File: src/sv/cmpc_pkg.sv
// ----------------------------------------------------------------------------
// cmpc_pkg
// Shared constants, types and the arctangent table for the compass heading
// pipeline.
// ----------------------------------------------------------------------------
package cmpc_pkg;

  localparam int SAMPLE_BITS_DEF  = 12;
  localparam int CORDIC_STEPS_DEF = 16;

  // Fraction bits of the fixed-point vector and angle words.
  localparam int FRAC_BITS  = 16;
  // Headroom above the scaled sample for the quadrant turn and CORDIC gain.
  localparam int GUARD_BITS = 3;

  // Angle accumulator: hundredths of a degree times 2^16.
  localparam int ACC_W = 33;
  localparam int RAW_W = ACC_W - FRAC_BITS;

  localparam int CFG_ADDR_W = 2;
  localparam int CFG_DATA_W = 16;
  localparam int HEAD_W     = 16;
  localparam int CARD_W     = 2;

  // Width of the summed heading before the wrap, and of its biased form.
  localparam int SUMX_W = 20;
  localparam int SUM_W  = 18;

  localparam logic [CFG_ADDR_W-1:0] REG_DECLINATION = 2'd0;
  localparam logic [CFG_ADDR_W-1:0] REG_MOUNT       = 2'd1;

  localparam logic [CFG_DATA_W-1:0] DECLINATION_RST = 16'd201;
  localparam logic [CFG_DATA_W-1:0] MOUNT_RST       = 16'd9000;

  localparam logic signed [ACC_W-1:0] QUARTER_ACC = 33'sd589824000;
  localparam logic signed [ACC_W-1:0] ROUND_HALF  = 33'sd32768;

  // Four full turns lift every possible sum above zero before the wrap.
  localparam logic signed [SUMX_W-1:0] WRAP_BIAS = 20'sd144000;
  localparam logic [SUM_W-1:0] TURN_1 = 18'd36000;
  localparam logic [SUM_W-1:0] TURN_2 = 18'd72000;
  localparam logic [SUM_W-1:0] TURN_3 = 18'd108000;
  localparam logic [SUM_W-1:0] TURN_4 = 18'd144000;
  localparam logic [SUM_W-1:0] TURN_5 = 18'd180000;

  localparam logic [HEAD_W-1:0] FULL_TURN  = 16'd36000;
  localparam logic [HEAD_W-1:0] BOUND_EAST  = 16'd4500;
  localparam logic [HEAD_W-1:0] BOUND_SOUTH = 16'd13500;
  localparam logic [HEAD_W-1:0] BOUND_WEST  = 16'd22500;
  localparam logic [HEAD_W-1:0] BOUND_NORTH = 16'd31500;

  typedef enum logic [CARD_W-1:0] {
    CARD_NORTH = 2'd0,
    CARD_EAST  = 2'd1,
    CARD_SOUTH = 2'd2,
    CARD_WEST  = 2'd3
  } cardinal_t;

  // Control that travels with each word down the pipeline.
  typedef struct packed {
    logic valid;
    logic zero;
  } stage_ctl_t;

  // round(atan(2^-i) in degrees * 100 * 2^16)
  function automatic logic signed [ACC_W-1:0] atan_entry(input int unsigned idx);
    case (idx)
      0:       return 33'sd294912000;
      1:       return 33'sd174096719;
      2:       return 33'sd91987925;
      3:       return 33'sd46694507;
      4:       return 33'sd23437865;
      5:       return 33'sd11730358;
      6:       return 33'sd5866610;
      7:       return 33'sd2933484;
      8:       return 33'sd1466764;
      9:       return 33'sd733385;
      10:      return 33'sd366693;
      11:      return 33'sd183346;
      12:      return 33'sd91673;
      13:      return 33'sd45837;
      14:      return 33'sd22918;
      15:      return 33'sd11459;
      16:      return 33'sd5730;
      17:      return 33'sd2865;
      18:      return 33'sd1432;
      19:      return 33'sd716;
      20:      return 33'sd358;
      21:      return 33'sd179;
      22:      return 33'sd90;
      23:      return 33'sd45;
      default: return '0;
    endcase
  endfunction

endpackage

File: src/sv/cmpc_cordic_stage.sv
// ----------------------------------------------------------------------------
// cmpc_cordic_stage
// One registered CORDIC vectoring iteration with a fixed shift.
// ----------------------------------------------------------------------------
module cmpc_cordic_stage #(
  parameter int W     = cmpc_pkg::SAMPLE_BITS_DEF + cmpc_pkg::FRAC_BITS +
                        cmpc_pkg::GUARD_BITS,
  parameter int SHIFT = 0
) (
  input  logic                              clk,
  input  logic                              rst,
  input  cmpc_pkg::stage_ctl_t              in_ctl,
  output logic                              in_ready,
  input  logic signed [W-1:0]               in_x,
  input  logic signed [W-1:0]               in_y,
  input  logic signed [cmpc_pkg::ACC_W-1:0] in_acc,
  output cmpc_pkg::stage_ctl_t              ctl,
  input  logic                              out_ready,
  output logic signed [W-1:0]               x,
  output logic signed [W-1:0]               y,
  output logic signed [cmpc_pkg::ACC_W-1:0] acc
);
  import cmpc_pkg::*;

  localparam logic signed [ACC_W-1:0] STEP_ANGLE = atan_entry(SHIFT);

  logic signed [W-1:0]     xs;
  logic signed [W-1:0]     ys;
  logic signed [W-1:0]     x_next;
  logic signed [W-1:0]     y_next;
  logic signed [ACC_W-1:0] acc_next;

  assign xs = in_x >>> SHIFT;
  assign ys = in_y >>> SHIFT;

  // Rotate toward the positive x axis; the sign of y picks the direction.
  always_comb begin
    if (!in_y[W-1]) begin
      x_next   = in_x + ys;
      y_next   = in_y - xs;
      acc_next = in_acc + STEP_ANGLE;
    end else begin
      x_next   = in_x - ys;
      y_next   = in_y + xs;
      acc_next = in_acc - STEP_ANGLE;
    end
  end

  assign in_ready = !ctl.valid || out_ready;

  always_ff @(posedge clk) begin
    if (rst) begin
      ctl.valid <= 1'b0;
    end else if (in_ready) begin
      ctl.valid <= in_ctl.valid;
    end
    if (in_ready && in_ctl.valid) begin
      ctl.zero <= in_ctl.zero;
      x        <= x_next;
      y        <= y_next;
      acc      <= acc_next;
    end
  end

endmodule

File: config.mk
export PLATFORM = sky130hd
export DESIGN_NAME = cmpc_cordic_stage
export DESIGN_NICKNAME = d
export VERILOG_FILES = /design/src/sv/cmpc_pkg.sv /design/src/sv/cmpc_cordic_stage.sv
export SDC_FILE = /design/constraint.sdc
export NUM_CORES = 1
export LEC_CHECK = 0
export BUFFER_PORTS_ARGS = -buffer_cell sky130_fd_sc_hd__buf_2
export CORE_ASPECT_RATIO = 0.7
export CORE_MARGIN = 5
export CORE_UTILIZATION = 40
export CTS_CLUSTER_SIZE = 20
export DETAILED_ROUTE_END_ITERATION = 16
export GPL_ROUTABILITY_DRIVEN = 0
export PLACE_DENSITY = 0.68
export SYNTH_ARGS = -nofsm -noshare
export SYNTH_HDL_FRONTEND = slang
export SYNTH_SLANG_ARGS = --single-unit
File: constraint.sdc
create_clock -name clk -period 4 [get_ports clk]
set_input_delay 0.8 -clock clk [delete_from_list [all_inputs] [get_ports clk]]
set_output_delay 0.8 -clock clk [all_outputs]
set_load 0.05 [all_outputs]
# Word-level counts from Yosys, hierarchy flattened
# Cells that the tools add are included.
# word_totals
ff_bits	97
input_bits	100
output_inout_bits	98
wordCells	16
# op_classes
addsub	5
mux	3
n_reduce_logical	3
# ops
op	n
$mux 31	2
$sub 31x31->31	2
$add 33x30->33 const B	1
$mux 33	1
$sub 33x30->33 const B	1
$add 31x31->31	1
$logic_and 1x1->1	1
$logic_not 1->1	1
$logic_or 1x1->1	1

# Longest topological paths before layout
# Gate-level depths: netlist of the first run.
# logic_depth
ltp_word	3
mapped_depth	12
depth_no_buf	12

# Least setup slack after synthesis of the first run
# No wires, ideal clock.
# synth_path
path_kind	input -> register
startpoint	input port out_ready
endpoint	register acc[0] (netlist bit) (enable)
setup_time_ns	0.464
arrival_ns	3.542
slack_ns	-0.006
stages	2
n_path_buf	0
path_cell_list	nand2b_1 and2_1
# synth_via
elab_chain_len	2
# synth_lines
element	line_no	source
start: declaration	cmpc_cordic_stage.sv:18	input logic out_ready,
$logic_or 1x1->1	cmpc_cordic_stage.sv:49	assign in_ready = !ctl.valid || out_ready;
$logic_and 1x1->1	cmpc_cordic_stage.sv:57	if (in_ready && in_ctl.valid) begin
end signal: assignment	cmpc_cordic_stage.sv:61	acc <= acc_next;
end: declaration	cmpc_cordic_stage.sv:21	output logic signed [cmpc_pkg::ACC_W-1:0] acc
# No other way between the ends.
# A chain may end at the register's enable or synchronous reset.

# Worst setup path in the final report of the first run
# layout_path
startpoint	input port in_x[0]
endpoint	register y[18] (data pin)
# layout_via
elab_chain_len	2
# layout_lines
element	line_no	source
start: declaration	cmpc_cordic_stage.sv:14	input logic signed [W-1:0] in_x,
$sub 31x31->31 / $add 31x31->31 (equally long branches)	cmpc_cordic_stage.sv:40, cmpc_cordic_stage.sv:44	
$mux 31 (*)	cmpc_cordic_stage.sv:38	if (!in_y[W-1]) begin
named net y_next[18]	cmpc_cordic_stage.sv:30	logic signed [W-1:0] y_next;
end signal: assignment	cmpc_cordic_stage.sv:60	y <= y_next;
end: declaration	cmpc_cordic_stage.sv:20	output logic signed [W-1:0] y,
# The timed path passes the listed nets; every way through them passes the cells marked *.

==> summary by stage, run 1 <==
CTS
The CTS tree is built. The clock buffer count from CTS is 9. The source-to-sink clock delay at the later pin of the worst-skew pair is 340 ps. The clock sink count is 96. The maximum level of the CTS H-tree is 3. The root buffer cell chosen for the clock tree is sky130_fd_sc_hd__clkbuf_16. Once the clock tree was built, the resizer swapped 0 gates to a different size. Clock-pin slew was measured on the worst setup and hold paths at 60 ps. The number of hold-repair buffers added at the cts stage is 0. Counting along the longest clock path gives a buffer depth of 2. Buffers added to address setup during post-CTS repair amount to 0.

Timing
The transition time of the tightest slew-check pin is 714.5 ps. Between clock sinks in the finished design, the worst skew comes to 6.236 ps. The normalized max-slew margin is 52.05%. The final count of pins violating max slew came to 0. Setup repair after global routing left no endpoint under its margin. The final count of hold timing violations is 0.

The share of the clock period used by the worst path is 94.97%. The slack of the critical path is 201.0 ps. The timing-limited maximum frequency is 263.2 MHz. The routed design could run at a clock period as short as 3799 ps.

Setup violations remaining at the end of the flow were counted as 0.

Floorplan
The core region area is 0.02145 mm^2. The initial cell density of the core is 40.32%. The top-level port count is 198.

The vertical die dimension is 133.0 um. The floorplan step defined a die boundary enclosing 0.02471 mm^2. The number of placement rows is 45. The die is 185.8 um wide.

Final layout
At the end of the flow, the number of nets in the layout was 1,382. The layout cell share with drive strength beyond 1 is 22.97%. The number of diodes added for antenna fixing is 0. The finished layout holds 1,462 standard cells, fillers aside.

After filler insertion, the fill cell instance count of the layout stands at 2,045. The area growth from synthesis to layout is 20.35%. The finished cells cover 0.01041 mm^2.

Yosys
After synthesis, flip-flops and latches occupy 33.21% of the total area. The predominant post-synthesis flop cell is sky130_fd_sc_hd__edfxtp_1. The fraction of post-synthesis cell area in the top cell type by area is 32.98%. Ranked by total cell area, the synthesized netlist is headed by sky130_fd_sc_hd__edfxtp_1, sky130_fd_sc_hd__ha_1, sky130_fd_sc_hd__a21oi_1. The dominant cell type by area after synthesis is sky130_fd_sc_hd__edfxtp_1. After synthesis, the netlist uses 65 different library cells.

The count of warnings emitted by yosys is 0. The post-synthesis register bit count is 96. Synthesis produced 971 cells. The fraction of synthesis flops using an asynchronous set or reset pin is 0%. Counting flops with a built-in enable in the synthesized netlist gives 95. After synthesis, the mean cell area works out to 8.908 um^2. The synthesized net count is 1,178.

The synthesized netlist occupies a cell area of 0.008650 mm^2.

Place
The number of buffers inserted by port buffering is 197. The half-perimeter wire length of the detailed placement result is 21,790 um. After detailed placement, the design holds a cell count of 1,446. OpenSTA, run right after detailed placement, puts the worst setup slack at -35.21 ps. Once placement finished, the instance area stood at 0.01013 mm^2.

Run status
The flow ran to the end, and the final reports show no timing, DRC or antenna violations.

GRT
The via count of the first global-routing pass came to 7,226. After global routing the overflow that remains totals 0. The wire length of the first global-routing pass is 39,600 um.

The initial antenna violation count is 0. The pin count of the biggest net entering global routing is 62. The overall routing resource usage is 20.09%.

Critical path
The longest individual stage delay on the worst path is 630 ps. The worst setup path is of the input pin to flip-flop kind. The type of destination of the critical path is a flip-flop.

Data on the critical path is required at its endpoint by 4080 ps. At the worst endpoint, the arrival time is 3880 ps. The signal on the critical path passes through buf_2, ha_1, fa_1, nand2b_1, a211oi_1, or3_1, a31o_2, a311oi_1, o221ai_1, o2bb2ai_1, xnor2_1. The number of buffers and inverters on the critical path is 1.

The maximum fanout along the worst path is 4. The type of element launching the critical path is an input pin. In this design, the largest share of critical-path delay is due to compound AO/OA/AOI/OAI gates.

The highest-delay cell along the critical path is sky130_fd_sc_hd__a311oi_1.

Detailed routing
For this run, the detailed router's first-pass iteration total came to 5. The initial DRC count is 875. Dividing the detail-routed wire length by the instance count gives 17.87 um. In the routed layout, each cell is associated on average with a via count of 5.519. The number of design rule violations left after detail routing is 0. The post-detailed-route count of antenna-violating nets is 0. Wires add up to 26,120 um.

The routed via count is 8,069.

Job
Max-cap violations in this run came to 0.

Power
The power per standard cell area is 361.2 mW/mm^2. The peak supply drop is 181.8 uV. The analysis attributes to cell leakage a power of 0.004711 uW.

Hold path
In this run the worst hold path is classified as flip-flop to flip-flop.
[stage by stage]
stage / total power [uW] / hold WS (ps) / utilization (%) / setup TNS (ps)
final: 3760 / 521.2 / 48.53 / 0
after global placement: 2934 / 496.5 / 47.23 / -67.27
after floorplan: 2468 / 869.1 / - / 0
after detailed placement: 2951 / 518.8 / 47.23 / -87.14
after global routing: 3944 / 572.4 / 48.53 / 0
after CTS: 3762 / 526.7 / 48.53 / 0
[worst reg2reg max path: cells and delay by family, from the launching register on]
| kind | cells | cell delay [ps] |
|---|---|---|
| DFF | 1 | 310 |
| and+or+nand+nor | 2 | 550 |
| buffers and inverters | 1 | 360 |
[area by class of cell]
type                            instances  area [um^2]  area share (%)
Clock inverter                          6        48.80          0.4687
Sequential cell                        96         2873           27.60
Inverter                              108        405.4           3.894
Tap cell                              282        352.8           3.389
Multi-Input combinational cell        723         5202           49.98
Clock buffer                           10        229.0           2.200
Timing Repair Buffer                  237         1299           12.48
[Yosys cell counts, types with 6 or more instances]
cell type and number:
sky130_fd_sc_hd__nor2b_1 13, sky130_fd_sc_hd__or3_1 8, sky130_fd_sc_hd__o211ai_1 15, sky130_fd_sc_hd__or2_2 6, sky130_fd_sc_hd__a31oi_1 8, sky130_fd_sc_hd__a21oi_1 109, sky130_fd_sc_hd__nand2b_1 13, sky130_fd_sc_hd__o21ai_0 53
sky130_fd_sc_hd__a211o_1 9, sky130_fd_sc_hd__clkbuf_1 36, sky130_fd_sc_hd__a211oi_1 14, sky130_fd_sc_hd__nor4_1 6, sky130_fd_sc_hd__o31ai_1 7, sky130_fd_sc_hd__nand3_1 13, sky130_fd_sc_hd__a2111oi_0 6, sky130_fd_sc_hd__a21o_1 23
sky130_fd_sc_hd__inv_1 105, sky130_fd_sc_hd__mux2i_1 7, sky130_fd_sc_hd__and2_1 7, sky130_fd_sc_hd__edfxtp_1 95, sky130_fd_sc_hd__o21a_1 12, sky130_fd_sc_hd__ha_1 103, sky130_fd_sc_hd__xor2_1 12, sky130_fd_sc_hd__nor2_1 66
sky130_fd_sc_hd__nand2_1 46, sky130_fd_sc_hd__xnor2_1 54, sky130_fd_sc_hd__o21bai_1 14, sky130_fd_sc_hd__nand4_1 11, sky130_fd_sc_hd__nor3_1 22
[sequential cells by signal, summed over array words and instances, names as in the netlist]
register  count
acc          33
ctl           2
x            30
y            31
[cells by family (layout without fill, tap and decap cells)]
family	count (synthesis)	count (layout)	share of synthesized area [%]
fa+ha+maj	107	107	15.83
buf+inv	152	361	6.669
xor+xnor	66	66	6.683
compound gates	314	314	23.67
flops	96	96	33.21
mux	9	9	1.070
simple gates	227	227	12.87
[path summary, 6_finish.rpt]
check / slack [ps] / cells past startpoint / endpoint / start
min: 520 / 2 / ctl[1]$_SDFFE_PP0N_ / ctl[1]$_SDFFE_PP0N_
max reg2reg: 2430 / 3 / x[9]$_DFFE_PP_ / ctl[1]$_SDFFE_PP0N_
min reg2reg: 520 / 2 / ctl[1]$_SDFFE_PP0N_ / ctl[1]$_SDFFE_PP0N_
max: 200 / 11 / y[18]$_DFFE_PP_ / in_x[0]
[report_power, final]
| part | switching (uW) | total, uW | internal (uW) |
|---|---|---|---|
| clock | 373 | 804 | 431 |
| combinational | 1140 | 1650 | 510 |
| sequential | 28.4 | 1310 | 1280 |
| total | 1540 | 3760 | 2220 |
[layer usage]
metal,vias to the layer above,track usage [%],wire (um)
met5,-,0,0
met4,0,3.843,291
met3,22,5.249,3513
met2,485,25.93,9651
met1,3661,32.94,12670
li1,3901,-,-
[placed cells by master (no fill, tap or decap), drive strengths merged, types with 22 or more instances in the layout]
cell,instances
inv,109
o21ai,53
buf,237
xnor2,54
a21oi,109
ha,103
nand2,46
nor3,22
a21o,23
edfxtp,95
nor2,66
Power figures use the tool's default switching activity.
==> run 2, diff against run 1 <==
- CORE_MARGIN: 5 -> not set
- SETUP_SLACK_MARGIN: not set -> 0.4
==> run 2 against run 1 <==
- hold slack improved by 8.3 ps
- flip-flop and latch count is the same
- largest power group unchanged
- die area decreased by 10%
==> summary by stage, run 2 (synthesis results as in run 1) <==
CTS
The clock passes through at most 2 buffers. Clock-pin slew was measured on the worst setup and hold paths at 70 ps. Post-CTS timing repair inserted 0 buffers for setup.

Clock tree synthesis inserted a total of 9 buffers. Clock tree synthesis selected as its root buffer the cell sky130_fd_sc_hd__clkbuf_16. The source-to-sink clock delay at the later pin of the worst-skew pair is 330 ps.

The CTS tree is built. The number of hold-repair buffers added at the cts stage is 0. Gates resized during post-CTS repair numbered 0.

The maximum level of the CTS H-tree is 3. The clock sink count is 96.

GRT
The pin count of the biggest net entering global routing is 67. The aggregate global routing overflow is 0. The via count of the first global-routing pass is 7,277. The initial antenna violation count is 0.

The overall routing resource usage is 23.11%. The wire length of the first global-routing pass is 40,030 um.

Timing
The timing-limited maximum frequency is 286.1 MHz. Measured against its own limit, the worst slew margin works out to 53.72%. The final count of negative-setup-slack endpoints is 0. The time the worst path needs with I/O delays and setup is 3495 ps. The share of the clock period used by the worst path is 87.38%.

For the pin with the worst max-slew slack, the measured transition is 687.9 ps. The clock skew after layout is 6.942 ps. The setup TNS is 0 ps. The final count of hold timing violations was 0. The final count of pins violating max slew was 0.

Setup repair after global routing could not meet its margin everywhere.

Final layout
The final layout contains 1,375 nets. The layout cell share with drive strength beyond 1 is 22.76%. The number of diodes added for antenna fixing is 0. Leaving out fill and tap cells, the most frequent cells in the layout are sky130_fd_sc_hd__buf_2, sky130_fd_sc_hd__a21oi_1, sky130_fd_sc_hd__inv_1, sky130_fd_sc_hd__ha_1, sky130_fd_sc_hd__edfxtp_1. The sequential cells in the finished layout cover a total of 0.002873 mm^2. The largest registers in the layout are acc: 33 flops, y: 31 flops, x: 30 flops. The most flop-heavy register is acc.

The combined area of the multi-input logic cells is 0.005244 mm^2. The count of filler cells inserted in the layout is 2,006. The area growth from synthesis to layout is 20.21%. The most frequent standard cell in the layout excluding fill and tap cells is sky130_fd_sc_hd__buf_2. The finished cells cover 0.01040 mm^2. The register with the most flip-flops in the layout has 33 of them.

Floorplan
The horizontal die dimension is 177.8 um. The number of placement rows is 44. During I/O placement, the number of pins put on the boundary was 198. The vertical die dimension is 125.0 um. The core region area is 0.02098 mm^2. The area of the die is 0.02223 mm^2. The initial cell density of the core is 41.24%.

Run status
The run finished with clean final reports.

Place
The instance area after placement is 0.01006 mm^2. The half-perimeter wire length of the detailed placement result is 21,570 um. The count of buffers added on input and output ports is 197.

Detailed routing
Summed over all layers, the routed wires come to 26,090 um. The routed layout has 8,092 vias. The first-pass detailed-route iteration total is 6. After detailed routing, the number of vias per cell comes to 5.585. The average wire per standard cell is 18.01 um. After the first detailed-routing iteration, the DRC count stood at 1,110. The post-detailed-route count of antenna-violating nets is 0. The number of design rule violations left after detail routing is 0.

Power
The power per standard cell area is 366.7 mW/mm^2. IR analysis of the VDD net gives a maximum drop of 169.2 uV. The analysis attributes to cell leakage a power of 0.004692 uW. After layout, the design draws a total of 3813 uW.

Critical path
The type of element launching the critical path is an input pin. The setup slack of the worst register-to-register path is 2260 ps. The kind of critical path is input pin to flip-flop. The launch point of the worst reg-to-reg path is ctl[1]$_SDFFE_PP0N_. For the worst setup path, the data arrival time is 3610 ps.

The number of cells on the worst reg-to-reg path is 3. Along the worst path, the maximum fanout reaches 9. In this run the critical register-to-register path is captured at y[12]$_DFFE_PP_. STA classifies the critical path endpoint as a flip-flop.

The data required time at the worst endpoint is 4110 ps.

Job
Max-cap violations in this run came to 0.

Hold path
The startpoint identified for the worst hold timing path is ctl[1]$_SDFFE_PP0N_. The worst hold path passes through 2 cells. In this run the worst hold path is classified as flip-flop to flip-flop. For hold timing, the worst endpoint is ctl[1]$_SDFFE_PP0N_.
run 2: critical path, stage by stage:
cell and delay, ps:
sky130_fd_sc_hd__buf_2 110, sky130_fd_sc_hd__inv_1 50, sky130_fd_sc_hd__ha_1 420, sky130_fd_sc_hd__or2_2 360, sky130_fd_sc_hd__a211oi_2 250, sky130_fd_sc_hd__o211ai_1 200
sky130_fd_sc_hd__a31oi_2 250, sky130_fd_sc_hd__nand3_1 150, sky130_fd_sc_hd__and3_1 270, sky130_fd_sc_hd__o311a_1 330, sky130_fd_sc_hd__a2111oi_1 410
run 2: worst max-delay path by stage:
stage | start | to | slack (ps) | depth (start not counted)
floorplan | in_y[30] | acc[31]$_DFFE_PP_ | 450 | 11
global placement | in_y[0] | y[28]$_DFFE_PP_ | 130 | 14
detailed placement | in_y[0] | y[28]$_DFFE_PP_ | 120 | 14
CTS | in_y[0] | y[28]$_DFFE_PP_ | 490 | 14
global route | in_x[4] | y[29]$_DFFE_PP_ | 350 | 11
finish | in_x[4] | y[29]$_DFFE_PP_ | 500 | 11
run 2: routing by layer:
layer | share of wire, % | track usage (%) | vias to the layer above | routed length, um
met2 | 38 | 30.45 | 507 | 9845
met5 | 0 | 0 | - | 0
met3 | 12 | 5.444 | 15 | 3234
met1 | 49 | 37.24 | 3677 | 12820
met4 | 0.73 | 4.274 | 0 | 190
li1 | - | - | 3893 | -
run 2: power by group:
part	leakage, uW	total [uW]	internal [uW]	switching (uW)
combinational	0.00362	1650	506	1150
clock	0.000141	853	491	362
sequential	0.000927	1310	1280	29.2
run 2: final cells by class:
type | count | share of cell area (%)
clock buffers | 11 | 2.238
clock inverters | 5 | 0.6137
inverters | 108 | 3.899
multi-input cells | 723 | 50.43
flip-flops and latches | 96 | 27.63
well taps | 276 | 3.321
repair buffers | 230 | 11.87
run 2: per-stage QoR:
step           setup WS [ps]  std cells  utilization [%]  hold WS, ps
3_3_place_gp           126.6       1433            47.96        499.8
5_1_grt                351.9       1449            49.57        579.4
2_1_floorplan          450.7        971                -        869.1
6_report               504.8       1449            49.57        529.5
4_1_cts                487.8       1449            49.37        532.3
3_5_place_dp           121.3       1433            47.96        522.1
