<file path="src/sv/cmpc_pkg.sv">
// ----------------------------------------------------------------------------
// cmpc_pkg
// Shared constants, types and the arctangent table for the compass heading
// pipeline.
// ----------------------------------------------------------------------------
package cmpc_pkg;

  localparam int SAMPLE_BITS_DEF  = 12;
  localparam int CORDIC_STEPS_DEF = 16;

  // Fraction bits of the fixed-point vector and angle words.
  localparam int FRAC_BITS  = 16;
  // Headroom above the scaled sample for the quadrant turn and CORDIC gain.
  localparam int GUARD_BITS = 3;

  // Angle accumulator: hundredths of a degree times 2^16.
  localparam int ACC_W = 33;
  localparam int RAW_W = ACC_W - FRAC_BITS;

  localparam int CFG_ADDR_W = 2;
  localparam int CFG_DATA_W = 16;
  localparam int HEAD_W     = 16;
  localparam int CARD_W     = 2;

  // Width of the summed heading before the wrap, and of its biased form.
  localparam int SUMX_W = 20;
  localparam int SUM_W  = 18;

  localparam logic [CFG_ADDR_W-1:0] REG_DECLINATION = 2'd0;
  localparam logic [CFG_ADDR_W-1:0] REG_MOUNT       = 2'd1;

  localparam logic [CFG_DATA_W-1:0] DECLINATION_RST = 16'd201;
  localparam logic [CFG_DATA_W-1:0] MOUNT_RST       = 16'd9000;

  localparam logic signed [ACC_W-1:0] QUARTER_ACC = 33'sd589824000;
  localparam logic signed [ACC_W-1:0] ROUND_HALF  = 33'sd32768;

  // Four full turns lift every possible sum above zero before the wrap.
  localparam logic signed [SUMX_W-1:0] WRAP_BIAS = 20'sd144000;
  localparam logic [SUM_W-1:0] TURN_1 = 18'd36000;
  localparam logic [SUM_W-1:0] TURN_2 = 18'd72000;
  localparam logic [SUM_W-1:0] TURN_3 = 18'd108000;
  localparam logic [SUM_W-1:0] TURN_4 = 18'd144000;
  localparam logic [SUM_W-1:0] TURN_5 = 18'd180000;

  localparam logic [HEAD_W-1:0] FULL_TURN  = 16'd36000;
  localparam logic [HEAD_W-1:0] BOUND_EAST  = 16'd4500;
  localparam logic [HEAD_W-1:0] BOUND_SOUTH = 16'd13500;
  localparam logic [HEAD_W-1:0] BOUND_WEST  = 16'd22500;
  localparam logic [HEAD_W-1:0] BOUND_NORTH = 16'd31500;

  typedef enum logic [CARD_W-1:0] {
    CARD_NORTH = 2'd0,
    CARD_EAST  = 2'd1,
    CARD_SOUTH = 2'd2,
    CARD_WEST  = 2'd3
  } cardinal_t;

  // Control that travels with each word down the pipeline.
  typedef struct packed {
    logic valid;
    logic zero;
  } stage_ctl_t;

  // round(atan(2^-i) in degrees * 100 * 2^16)
  function automatic logic signed [ACC_W-1:0] atan_entry(input int unsigned idx);
    case (idx)
      0:       return 33'sd294912000;
      1:       return 33'sd174096719;
      2:       return 33'sd91987925;
      3:       return 33'sd46694507;
      4:       return 33'sd23437865;
      5:       return 33'sd11730358;
      6:       return 33'sd5866610;
      7:       return 33'sd2933484;
      8:       return 33'sd1466764;
      9:       return 33'sd733385;
      10:      return 33'sd366693;
      11:      return 33'sd183346;
      12:      return 33'sd91673;
      13:      return 33'sd45837;
      14:      return 33'sd22918;
      15:      return 33'sd11459;
      16:      return 33'sd5730;
      17:      return 33'sd2865;
      18:      return 33'sd1432;
      19:      return 33'sd716;
      20:      return 33'sd358;
      21:      return 33'sd179;
      22:      return 33'sd90;
      23:      return 33'sd45;
      default: return '0;
    endcase
  endfunction

endpackage

</file>
<file path="src/sv/cmpc_post.sv">
// ----------------------------------------------------------------------------
// cmpc_post
// Back end: rounds the angle, applies declination and mounting offset,
// wraps into one turn and sorts the heading into a cardinal bin.
// ----------------------------------------------------------------------------
module cmpc_post (
  input  logic                                  clk,
  input  logic                                  rst,
  input  cmpc_pkg::stage_ctl_t                  in_ctl,
  output logic                                  in_ready,
  input  logic signed [cmpc_pkg::ACC_W-1:0]     in_acc,
  input  logic [cmpc_pkg::CFG_DATA_W-1:0]       declination,
  input  logic [cmpc_pkg::CFG_DATA_W-1:0]       mount_offset,
  output logic                                  out_valid,
  input  logic                                  out_ready,
  output logic [cmpc_pkg::HEAD_W-1:0]           heading_centideg,
  output logic [cmpc_pkg::CARD_W-1:0]           cardinal
);
  import cmpc_pkg::*;

  logic                    sum_valid;
  logic                    wrap_valid;
  logic                    sum_ready;
  logic                    wrap_ready;
  logic                    out_stage_ready;
  logic [SUM_W-1:0]        biased;
  logic [SUM_W-1:0]        biased_next;
  logic [HEAD_W-1:0]       wrapped;
  logic [HEAD_W-1:0]       wrapped_next;
  logic signed [ACC_W-1:0] acc_rnd;
  logic signed [RAW_W-1:0] raw;
  logic signed [SUMX_W-1:0] sum_full;
  logic [SUM_W-1:0]        turn_sub;
  logic [SUM_W-1:0]        diff;
  cardinal_t               cardinal_next;

  assign out_stage_ready = !out_valid || out_ready;
  assign wrap_ready      = !wrap_valid || out_stage_ready;
  assign sum_ready       = !sum_valid || wrap_ready;
  assign in_ready        = sum_ready;

  // Round half up (zero for a zero vector), add declination, subtract the mounting offset and add the wrap bias.
  always_comb begin
    acc_rnd     = in_acc + ROUND_HALF;
    raw         = in_ctl.zero ? '0 : acc_rnd[ACC_W-1:FRAC_BITS];
    sum_full    = {{(SUMX_W-RAW_W){raw[RAW_W-1]}}, raw}
                + {{(SUMX_W-CFG_DATA_W){declination[CFG_DATA_W-1]}}, declination}
                - {{(SUMX_W-CFG_DATA_W){1'b0}}, mount_offset}
                + WRAP_BIAS;
    biased_next = sum_full[SUM_W-1:0];
  end

  // The biased sum lies between zero and six turns: take off whole turns.
  always_comb begin
    if (biased >= TURN_5) begin
      turn_sub = TURN_5;
    end else if (biased >= TURN_4) begin
      turn_sub = TURN_4;
    end else if (biased >= TURN_3) begin
      turn_sub = TURN_3;
    end else if (biased >= TURN_2) begin
      turn_sub = TURN_2;
    end else if (biased >= TURN_1) begin
      turn_sub = TURN_1;
    end else begin
      turn_sub = '0;
    end
    diff         = biased - turn_sub;
    wrapped_next = diff[HEAD_W-1:0];
  end

  always_comb begin
    if (wrapped < BOUND_EAST) begin
      cardinal_next = CARD_NORTH;
    end else if (wrapped < BOUND_SOUTH) begin
      cardinal_next = CARD_EAST;
    end else if (wrapped < BOUND_WEST) begin
      cardinal_next = CARD_SOUTH;
    end else if (wrapped < BOUND_NORTH) begin
      cardinal_next = CARD_WEST;
    end else begin
      cardinal_next = CARD_NORTH;
    end
  end

  always_ff @(posedge clk) begin
    if (rst) begin
      sum_valid  <= 1'b0;
      wrap_valid <= 1'b0;
      out_valid  <= 1'b0;
    end else begin
      if (sum_ready) begin
        sum_valid <= in_ctl.valid;
      end
      if (wrap_ready) begin
        wrap_valid <= sum_valid;
      end
      if (out_stage_ready) begin
        out_valid <= wrap_valid;
      end
    end
  end

  always_ff @(posedge clk) begin
    if (sum_ready && in_ctl.valid) begin
      biased <= biased_next;
    end
    if (wrap_ready && sum_valid) begin
      wrapped <= wrapped_next;
    end
    if (out_stage_ready && wrap_valid) begin
      heading_centideg <= wrapped;
      cardinal         <= cardinal_next;
    end
  end

endmodule

</file>
<file path="config.mk">
export PLATFORM = sky130hd
export DESIGN_NAME = cmpc_post
export DESIGN_NICKNAME = d
export VERILOG_FILES = /design/src/sv/cmpc_pkg.sv /design/src/sv/cmpc_post.sv
export SDC_FILE = /design/constraint.sdc
export NUM_CORES = 1
export LEC_CHECK = 0
export BUFFER_PORTS_ARGS = -buffer_cell sky130_fd_sc_hd__buf_2
export CORE_MARGIN = 8
export CORE_UTILIZATION = 50
export CTS_BUF_LIST = sky130_fd_sc_hd__clkbuf_4
export DETAILED_ROUTE_END_ITERATION = 8
export PLACE_DENSITY_LB_ADDON = 0.05
export SYNTH_ARGS = -nofsm -noshare
export SYNTH_HDL_FRONTEND = slang
export SYNTH_SLANG_ARGS = --single-unit
</file>
<file path="constraint.sdc">
create_clock -name clk -period 7 [get_ports clk]
set_input_delay 1.05 -clock clk [delete_from_list [all_inputs] [get_ports clk]]
set_output_delay 1.05 -clock clk [all_outputs]
set_load 0.02 [all_outputs]
</file>
# Word-level counts from Yosys, hierarchy flattened
# Cells that the tools add are included.
# totals
regBits	55
input_bits	70
output_inout_bits	20
word_cells	41
# classes
add_sub_neg	5
magnitude_cmp	9
muxes	9
n_reduce_logical	10
# ops
op	n
two-way mux 16 bit	5
>= comparator 18 x 17 -> 1 bit (second input constant)	2
>= comparator 18 bit (second input constant)	2
adder 33 x 17 -> 33 bit (second input constant)	1
less-than comparator 16 x 15 -> 1 bit (second input constant)	2
adder 17 x 16 -> 18 bit	1
adder 18 bit (second input constant)	1
>= comparator 18 x 16 -> 1 bit (second input constant)	1
subtractor 18 x 17 -> 18 bit	1
two-way mux 17 bit	1
less-than comparator 16 x 13 -> 1 bit (second input constant)	1
less-than comparator 16 x 14 -> 1 bit (second input constant)	1
subtractor 16 bit	1
two-way mux 2 bit	2
logical AND 1 bit	3
zero test 1 bit	3
logical OR 1 bit	3
OR reduction 2 bit	1
two-way mux 1 bit	1

# Depth between registers and ports, before layout
# Gate-level depths: netlist of run 1.
# depth
ltp_word	7
mapped_depth	17
mapped_depth_nobuf	17

# Worst setup path before layout of run 1
# Ideal clock, no wire load.
# synth_timing
kind	input port to flip-flop
startpoint	input in_acc[15] in the netlist's numbering
endpoint	register biased[17] (data pin)
setup_ps	260
t_arrival_ps	4031
t_required_ps	6740
setup_slack_ps	2710
path_stages	16
n_path_buf	0
path_cell_list	and3_1 > nand3_1 > nor2_1 > nand2_1 > xnor2_1 > nand2b_1 > fa_1 > inv_1 > ha_1 > ha_1 > a21o_1 > a21oi_2 > nor2_1 > or4b_1 > o21ai_1 > xnor2_1
# synth_via
elab_chain_len	5
# synth_lines
element	line_no	text
from (decl)	cmpc_post.sv:11	input logic signed [cmpc_pkg::ACC_W-1:0] in_acc,
adder 33 x 17 -> 33 bit	cmpc_post.sv:44	acc_rnd = in_acc + ROUND_HALF;
two-way mux 17 bit	cmpc_post.sv:45	raw = in_ctl.zero ? '0 : acc_rnd[ACC_W-1:FRAC_BITS];
adder 17 x 16 -> 18 bit	cmpc_post.sv:47	+ {{(SUMX_W-CFG_DATA_W){declination[CFG_DATA_W-1]}}, declination}
subtractor 18 x 17 -> 18 bit	cmpc_post.sv:48	- {{(SUMX_W-CFG_DATA_W){1'b0}}, mount_offset}
adder 18 bit	cmpc_post.sv:49	+ WRAP_BIAS;
via sum_full[17]	cmpc_post.sv:32	logic signed [SUMX_W-1:0] sum_full;
to (signal assigned)	cmpc_post.sv:106	biased <= biased_next;
to (decl)	cmpc_post.sv:26	logic [SUM_W-1:0] biased;
# The timed path passes the listed nets, and every way through them passes these cells.
# A chain may end at the register's enable or synchronous reset.

# Worst setup path after layout of run 1
# layout_timing
startpoint	input in_acc[19] in the netlist's numbering
endpoint	register biased[16] (data pin)
# The elaborated chain is that of the path after synthesis.

==> results of run 1 <==
[layout by cell type, fill, tap and decap left out, drive strengths merged, types with 9 or more instances in the layout]
cell,count
ha,45
o21ai,16
nand2,20
nand2b,9
buf,76
nor2,31
xor2,17
inv,62
a21oi,21
fa,17
nand3,11
a21o,10
xnor2,21
nor3,11
edfxtp,52
[path summary, 6_finish.rpt]
kind	from	end	slack [ps]
setup / recovery	in_acc[19]	biased[16]$_DFFE_PP_	2540
hold / removal	wrapped[1]$_DFFE_PP_	heading_centideg[1]$_DFFE_PP_	420
setup reg to reg	biased[6]$_DFFE_PP_	wrapped[15]$_DFFE_PP_	3300
hold reg to reg	wrapped[1]$_DFFE_PP_	heading_centideg[1]$_DFFE_PP_	420
[cell type report]
type                    instances  area [sq um]  area share [%]
well taps                     108           135            2.77
flip-flops and latches         55          1620            33.3
repair buffers                 76           385            7.91
multi-input cells             301          2440            50.2
clock inverters                 2          13.8           0.283
clock buffers                   5          37.5           0.771
inverters                      62           233            4.78
[power groups by stage]
stage          registers, W  clock network, W  logic [W]
2_1_floorplan      0.000585                 0   0.000580
3_3_place_gp       0.000596                 0   0.000708
3_5_place_dp       0.000600                 0   0.000727
4_1_cts            0.000592          0.000136   0.000734
5_1_grt            0.000608          0.000146   0.000825
6_report           0.000592          0.000128   0.000731
[metal layers]
metal | routed length [microns] | global-route usage, % | vias up
met4 | 140 | 5.38 | 0
met2 | 3770 | 24.9 | 90
met1 | 3140 | 14.0 | 1426
met5 | 0 | 0 | -
met3 | 442 | 2.90 | 13
li1 | - | - | 1663
[critical path: cells and delay by family]
kind                       cells  cell delay [ps]
AOI/OAI and AO/OA              4             1010
xor gates and xnor gates       2              300
adders and majority gates      3             1040
buffers and inverters          3              260
and+or+nand+nor                6              920
[per-stage QoR]
| stage | cells | instance area [sq um] |
|---|---|---|
| finish | 609 | 4870 |
| global route | 609 | 4870 |
| CTS | 609 | 4870 |
| detailed placement | 602 | 4820 |
| global placement | 602 | 4820 |
| floorplan | 420 | 4300 |
[kinds of logic after synthesis]
group / synth area share [%]
adder cells (fa/ha/maj): 21.0
AND/OR/NAND/NOR: 13.8
flip-flops: 37.7
buffers and inverters: 5.59
AO/OA/AOI/OAI: 14.1
XOR/XNOR: 7.74
[state kept, by name (all words and copies together) (netlist names)]
register,flops
biased,18
heading_centideg,16
wrapped,16
cardinal,2
out_valid,1
sum_valid,1
wrap_valid,1
==> flow_summary_export.csv, run 1 <==
group,metric,value,unit
min_path,hp-class,"flop to flop",
clock_network,hold_buffers,0,
sta,finClkSkew,15.1,ps
worst_setup_path,timing.critical_path.mode_cell,"sky130_fd_sc_hd__nor2_1",
final_layout,area_growth_syn_to_layout,13.3,%
drt,detailedRoute.firstIterationViolations,101,
power_and_ir_drop,switching_share,39.1,%
worst_setup_path,worst_setup_path_end_kind,"flop",
run,maxCapViolCount,0,
floorplanning,start_util,50.5,%
floorplanning,fp.dieW,109,microns
drt,wl_per_cell,12.3,microns
placement,dp_hpwl,6450,microns
sta,finalSetupViolCount,0,
clock_network,cts.root.buffer_cell,"sky130_fd_sc_hd__clkbuf_4",
clock_network,post_cts_setup_buffer_count,0,
global_routing,grt_start_max_net_pins,19,
clock_network,cts_tree,"yes",
clock_network,cts.reportedPaths.clkPinSlew,150,ps
global_routing,all_layer_global_routing_usage,13.3,%
yosys,async_flop_share,0,%
worst_setup_path,path_class,"input port to flop",
clock_network,clkSinkCount,55,
worst_setup_path,cp_data_arrival_time,4580,ps
sta,setup-tns-final,0,ps
yosys,yosysTopAreaCellShare,36.3,%
yosys,ys_top_cells_by_count,"62 x sky130_fd_sc_hd__inv_1, 52 x sky130_fd_sc_hd__edfxtp_1, 45 x sky130_fd_sc_hd__ha_1",
sta,worst_pin_slew,989,ps
power_and_ir_drop,power.combinational.fraction,50.4,%
placement,place_ws,2150,ps
yosys,syn_inst,420,
drt,antenna_violating_nets_post_route,0,
sta,layout_min_cycle_time,4460,ps
placement,placement.io_buffers,74,
drt,drt_pass1_iterations,4,
power_and_ir_drop,pwr_density_cell,298,mW/mm^2
yosys,dominantRegCellSynth,"sky130_fd_sc_hd__edfxtp_1",
final_layout,insertedDiodeCount,0,
power_and_ir_drop,power.ir.vdd_worst,0.116,mV
final_layout,final_core_utilization,57.2,%
clock_network,htreeDepth,2,
outcome,outcome,"completed",
worst_setup_path,critPathMaxStageDelay,440,ps
yosys,area_leader_netlist,"sky130_fd_sc_hd__edfxtp_1",
yosys,synth.net_count,552,
drt,route.vias.total,3192,
sta,max-slew-margin-rel,33.8,%
final_layout,layout.filler_cells,796,
worst_setup_path,worst-endpoint-required,7120,ps
floorplanning,die_h,109,microns
worst_setup_path,start_kind,"input port",
power_and_ir_drop,power_leakage,2.21,nW
power_and_ir_drop,share_clk_of_total_power,8.8,%
drt,drc,0,
placement,finalWeightedCongestion,0.850,
yosys,synthMostInstantiatedCell,"sky130_fd_sc_hd__inv_1",
floorplanning,std_cell_rows,34,
power_and_ir_drop,netSwitchingPower,0.000567,W
clock_network,worstSkewPairLatency,370,ps
drt,avgViaCountPerCell,5.24,
yosys,yosys_register_bits,55,
power_and_ir_drop,fin_total_pwr,0.00145,W
sta,postLayoutSetupSlackWorst,2540,ps
floorplanning,fp.coreArea,0.00851,sq mm
worst_setup_path,timing.critical_path.cells,"buf_2, and3_1, nand3_1, nor2_1, nand2_1, xor2_1, nor2_1, fa_1, inv_1, fa_1, inv_1, ha_1, a2111o_1, nor2_1, o21ai_0, a31oi_1, o21ai_0, xor2_1",
sta,fin_hold_ws,424,ps
worst_setup_path,worst_r2r_path_depth,14,
clock_network,cts_buffers,5,
clock_network,cts_repair_resize_count,0,
clock_network,cts_max_path_bufs,2,
sta,rsz0062_at_grt,"false",
yosys,post_synth.cell_area_avg,10.2,sq um
global_routing,grt_antenna_before_repair,0,
yosys,synth-edff-count,52,
floorplanning,io_pins,90,
power_and_ir_drop,power_report.internal_total,0.000885,W
global_routing,vias_in_the_first_global_route,3267,
drt,route.final.wire_length,7490,microns
yosys,synth-warning-count,0,
global_routing,gr-total-overflow,0,
floorplanning,die-area,0.0118,sq mm
min_path,timing.hold.worst_path_depth,0,
sta,drv_slew,0,
final_layout,final_layout_size_suffix_gt1_share,19.4,%
yosys,distinct_cells_synth,56,
sta,fmax,0.224,GHz
global_routing,grt_pass1_wl,13100,microns
power_and_ir_drop,pwr-share-seq,40.8,%
worst_setup_path,maximum_fanout_count_along_the_critical_path,6,
yosys,netlist_area,0.00430,sq mm
yosys,netlist_top_cells_area,"sky130_fd_sc_hd__edfxtp_1 36%, sky130_fd_sc_hd__ha_1 13%, sky130_fd_sc_hd__fa_1 7.9%, sky130_fd_sc_hd__inv_1 5.4%, sky130_fd_sc_hd__xnor2_1 4.3%",
final_layout,finalNetCount,633,
sta,final_hold_viol_count,0,
yosys,synth_sequential_area_ratio,37.7,%
worst_setup_path,worst_path_max_delay_cell,"sky130_fd_sc_hd__a2111o_1",
sta,period_share,63.7,%
(Power assumes the default switching activity.)
==> run 2: changes to the inputs <==
clock period = 3.98 ns   (was 7 ns; I/O delays follow)
==> run 2 against run 1 <==
Compared with the run above:
- cell count rose by 6.1%
- sequential power grew 76%
- first-iteration DRC count decreased by 14%
- clock skew decreased by 1.2 ps
- flip-flop and latch count is the same
- critical path depth shrank 4
- hold slack got worse by 22 ps
- register-to-register slack lost 2800 ps
- critical endpoint is now biased[15]$_DFFE_PP_
- largest cell class unchanged
==> flow_summary_export.csv, run 2 (synthesized netlist as in run 1, its figures left out) <==
group,metric,value,unit
clock_network,hold_buffers,0,
placement,finalWeightedCongestion,0.833,
clock_network,cts_buffers,5,
clock_network,post_cts_setup_buffer_count,0,
worst_setup_path,rr_endpoint,"wrapped[15]$_DFFE_PP_",
sta,max-slew-margin-rel,32.2,%
final_layout,layout.cells.most_common,"sky130_fd_sc_hd__buf_2",
drt,avgViaCountPerCell,5.13,
sta,drv_slew,0,
outcome,outcome,"completed",
worst_setup_path,worst_setup_path_end_kind,"flop",
worst_setup_path,rrSetupSlack,450,ps
final_layout,largest_reg_flops,18,
min_path,hp-class,"input port to flop",
final_layout,most-common-layout-cells,"74 x sky130_fd_sc_hd__buf_2, 62 x sky130_fd_sc_hd__inv_1, 52 x sky130_fd_sc_hd__edfxtp_1, 45 x sky130_fd_sc_hd__ha_1, 38 x sky130_fd_sc_hd__buf_4",
final_layout,finalNetCount,669,
drt,drt_pass1_iterations,4,
power_and_ir_drop,share_clk_of_total_power,11.0,%
power_and_ir_drop,fin_total_pwr,0.00273,W
min_path,min-delay-start,"rst",
worst_setup_path,worst_path_max_delay_cell,"sky130_fd_sc_hd__a2111oi_2",
floorplanning,start_util,50.5,%
final_layout,final_core_utilization,60.8,%
worst_setup_path,timing.critical_path.mode_cell,"sky130_fd_sc_hd__ha_1",
final_layout,insertedDiodeCount,0,
sta,rsz0062_at_grt,"false",
clock_network,cts_repair_resize_count,0,
drt,detailedRoute.firstIterationViolations,87,
min_path,worstHoldEndpoint,"out_valid$_SDFFE_PP0P_",
worst_setup_path,worst-endpoint-required,4120,ps
power_and_ir_drop,switching_share,37.7,%
floorplanning,std_cell_rows,34,
global_routing,grt_antenna_before_repair,0,
drt,drc,0,
sta,finClkSkew,14.0,ps
power_and_ir_drop,netSwitchingPower,0.00103,W
worst_setup_path,timing.critical_path.cells,"buf_2, ha_1, and3_1, and3_1, nand2_1, xor2_1, nor2_1, fa_1, ha_1, ha_1, nand3_1, a2111oi_2, o221ai_1, xnor2_1",
final_layout,layout.area.seq,0.00162,sq mm
drt,route.final.wire_length,7830,microns
floorplanning,die-area,0.0118,sq mm
worst_setup_path,start_kind,"input port",
final_layout,area_growth_syn_to_layout,20.2,%
floorplanning,fp.dieW,109,microns
sta,worst_pin_slew,1010,ps
placement,dp_hpwl,6720,microns
min_path,timing.hold.worst_path_depth,2,
power_and_ir_drop,power_leakage,2.39,nW
clock_network,cts_tree,"yes",
global_routing,gr-total-overflow,0,
worst_setup_path,regToRegStartpoint,"biased[6]$_DFFE_PP_",
floorplanning,fp.coreArea,0.00851,sq mm
global_routing,grt_start_max_net_pins,19,
drt,route.vias.total,3315,
placement,placement.io_buffers,74,
final_layout,multi_input_comb_area,0.00244,sq mm
sta,fmax,0.269,GHz
worst_setup_path,crit_family,"adder cells",
worst_setup_path,critPathMaxStageDelay,550,ps
global_routing,vias_in_the_first_global_route,3507,
power_and_ir_drop,power.ir.vdd_worst,0.212,mV
final_layout,final_layout_size_suffix_gt1_share,24.7,%
floorplanning,io_pins,90,
clock_network,cts.reportedPaths.clkPinSlew,140,ps
sta,setup-tns-final,0,ps
worst_setup_path,cp_data_arrival_time,3850,ps
power_and_ir_drop,power.combinational.fraction,50.8,%
sta,final_hold_viol_count,0,
drt,antenna_violating_nets_post_route,0,
run,maxCapViolCount,0,
sta,period_share,93.4,%
clock_network,htreeDepth,2,
global_routing,grt_pass1_wl,13900,microns
power_and_ir_drop,pwr_density_cell,529,mW/mm^2
floorplanning,die_h,109,microns
clock_network,worstSkewPairLatency,370,ps
clock_network,cts.root.buffer_cell,"sky130_fd_sc_hd__clkbuf_4",
worst_setup_path,worst_r2r_path_depth,14,
final_layout,largest_register,"biased",
global_routing,all_layer_global_routing_usage,13.9,%
final_layout,layout.filler_cells,768,
clock_network,clkSinkCount,55,
sta,fin_hold_ws,401,ps
drt,wl_per_cell,12.1,microns
final_layout,regs_by_ff_count,"biased (18), heading_centideg (16), wrapped (16)",
sta,finalSetupViolCount,0,
worst_setup_path,cp.buffers_inverters,1,
power_and_ir_drop,pwr-share-seq,38.2,%
worst_setup_path,path_class,"input port to flop",
worst_setup_path,maximum_fanout_count_along_the_critical_path,4,
clock_network,cts_max_path_bufs,2,
power_and_ir_drop,power_report.internal_total,0.00170,W
sta,layout_min_cycle_time,3720,ps
run 2: cell type report:
| class | count | share of cell area [%] |
|---|---|---|
| clock buffers | 5 | 0.726 |
| clock inverters | 3 | 0.823 |
| inverters | 62 | 4.50 |
| multi-input cells | 301 | 47.3 |
| flip-flops and latches | 55 | 31.4 |
| well taps | 108 | 2.61 |
| repair buffers | 112 | 12.7 |
run 2: layer usage:
layer | routed length (microns) | global-route usage [%] | up-vias
met4 | 147 | 5.18 | 0
li1 | - | - | 1724
met1 | 3300 | 14.9 | 1485
met2 | 3980 | 26.5 | 92
met5 | 0 | 0 | -
met3 | 406 | 2.42 | 14
run 2: worst max path at each step:
stage                    start                   end  slack (ps)  cells past startpoint
floorplan           in_acc[15]  biased[17]$_DFFE_PP_         140                     16
global placement    in_acc[15]  biased[15]$_DFFE_PP_        -130                     14
detailed placement  in_acc[15]  biased[15]$_DFFE_PP_        -150                     14
CTS                 in_acc[15]  biased[15]$_DFFE_PP_         260                     14
global route        in_acc[15]  biased[15]$_DFFE_PP_          70                     14
finish              in_acc[15]  biased[15]$_DFFE_PP_         260                     14
run 2: power groups by stage:
stage / clock network, W / logic (W) / registers (W)
after floorplan: 0 / 0.00102 / 0.00103
after global placement: 0 / 0.00135 / 0.00105
after detailed placement: 0 / 0.00139 / 0.00105
after CTS: 0.000311 / 0.00140 / 0.00104
after global routing: 0.000331 / 0.00157 / 0.00106
final: 0.000300 / 0.00139 / 0.00104
run 2: metrics by stage:
stage / instances / setup slack, ps / instance area (sq um)
2_1_floorplan: 420 / 143 / 4300
3_3_place_gp: 638 / -132 / 5090
3_5_place_dp: 638 / -155 / 5090
4_1_cts: 646 / 259 / 5170
5_1_grt: 646 / 71.7 / 5170
6_report: 646 / 264 / 5170
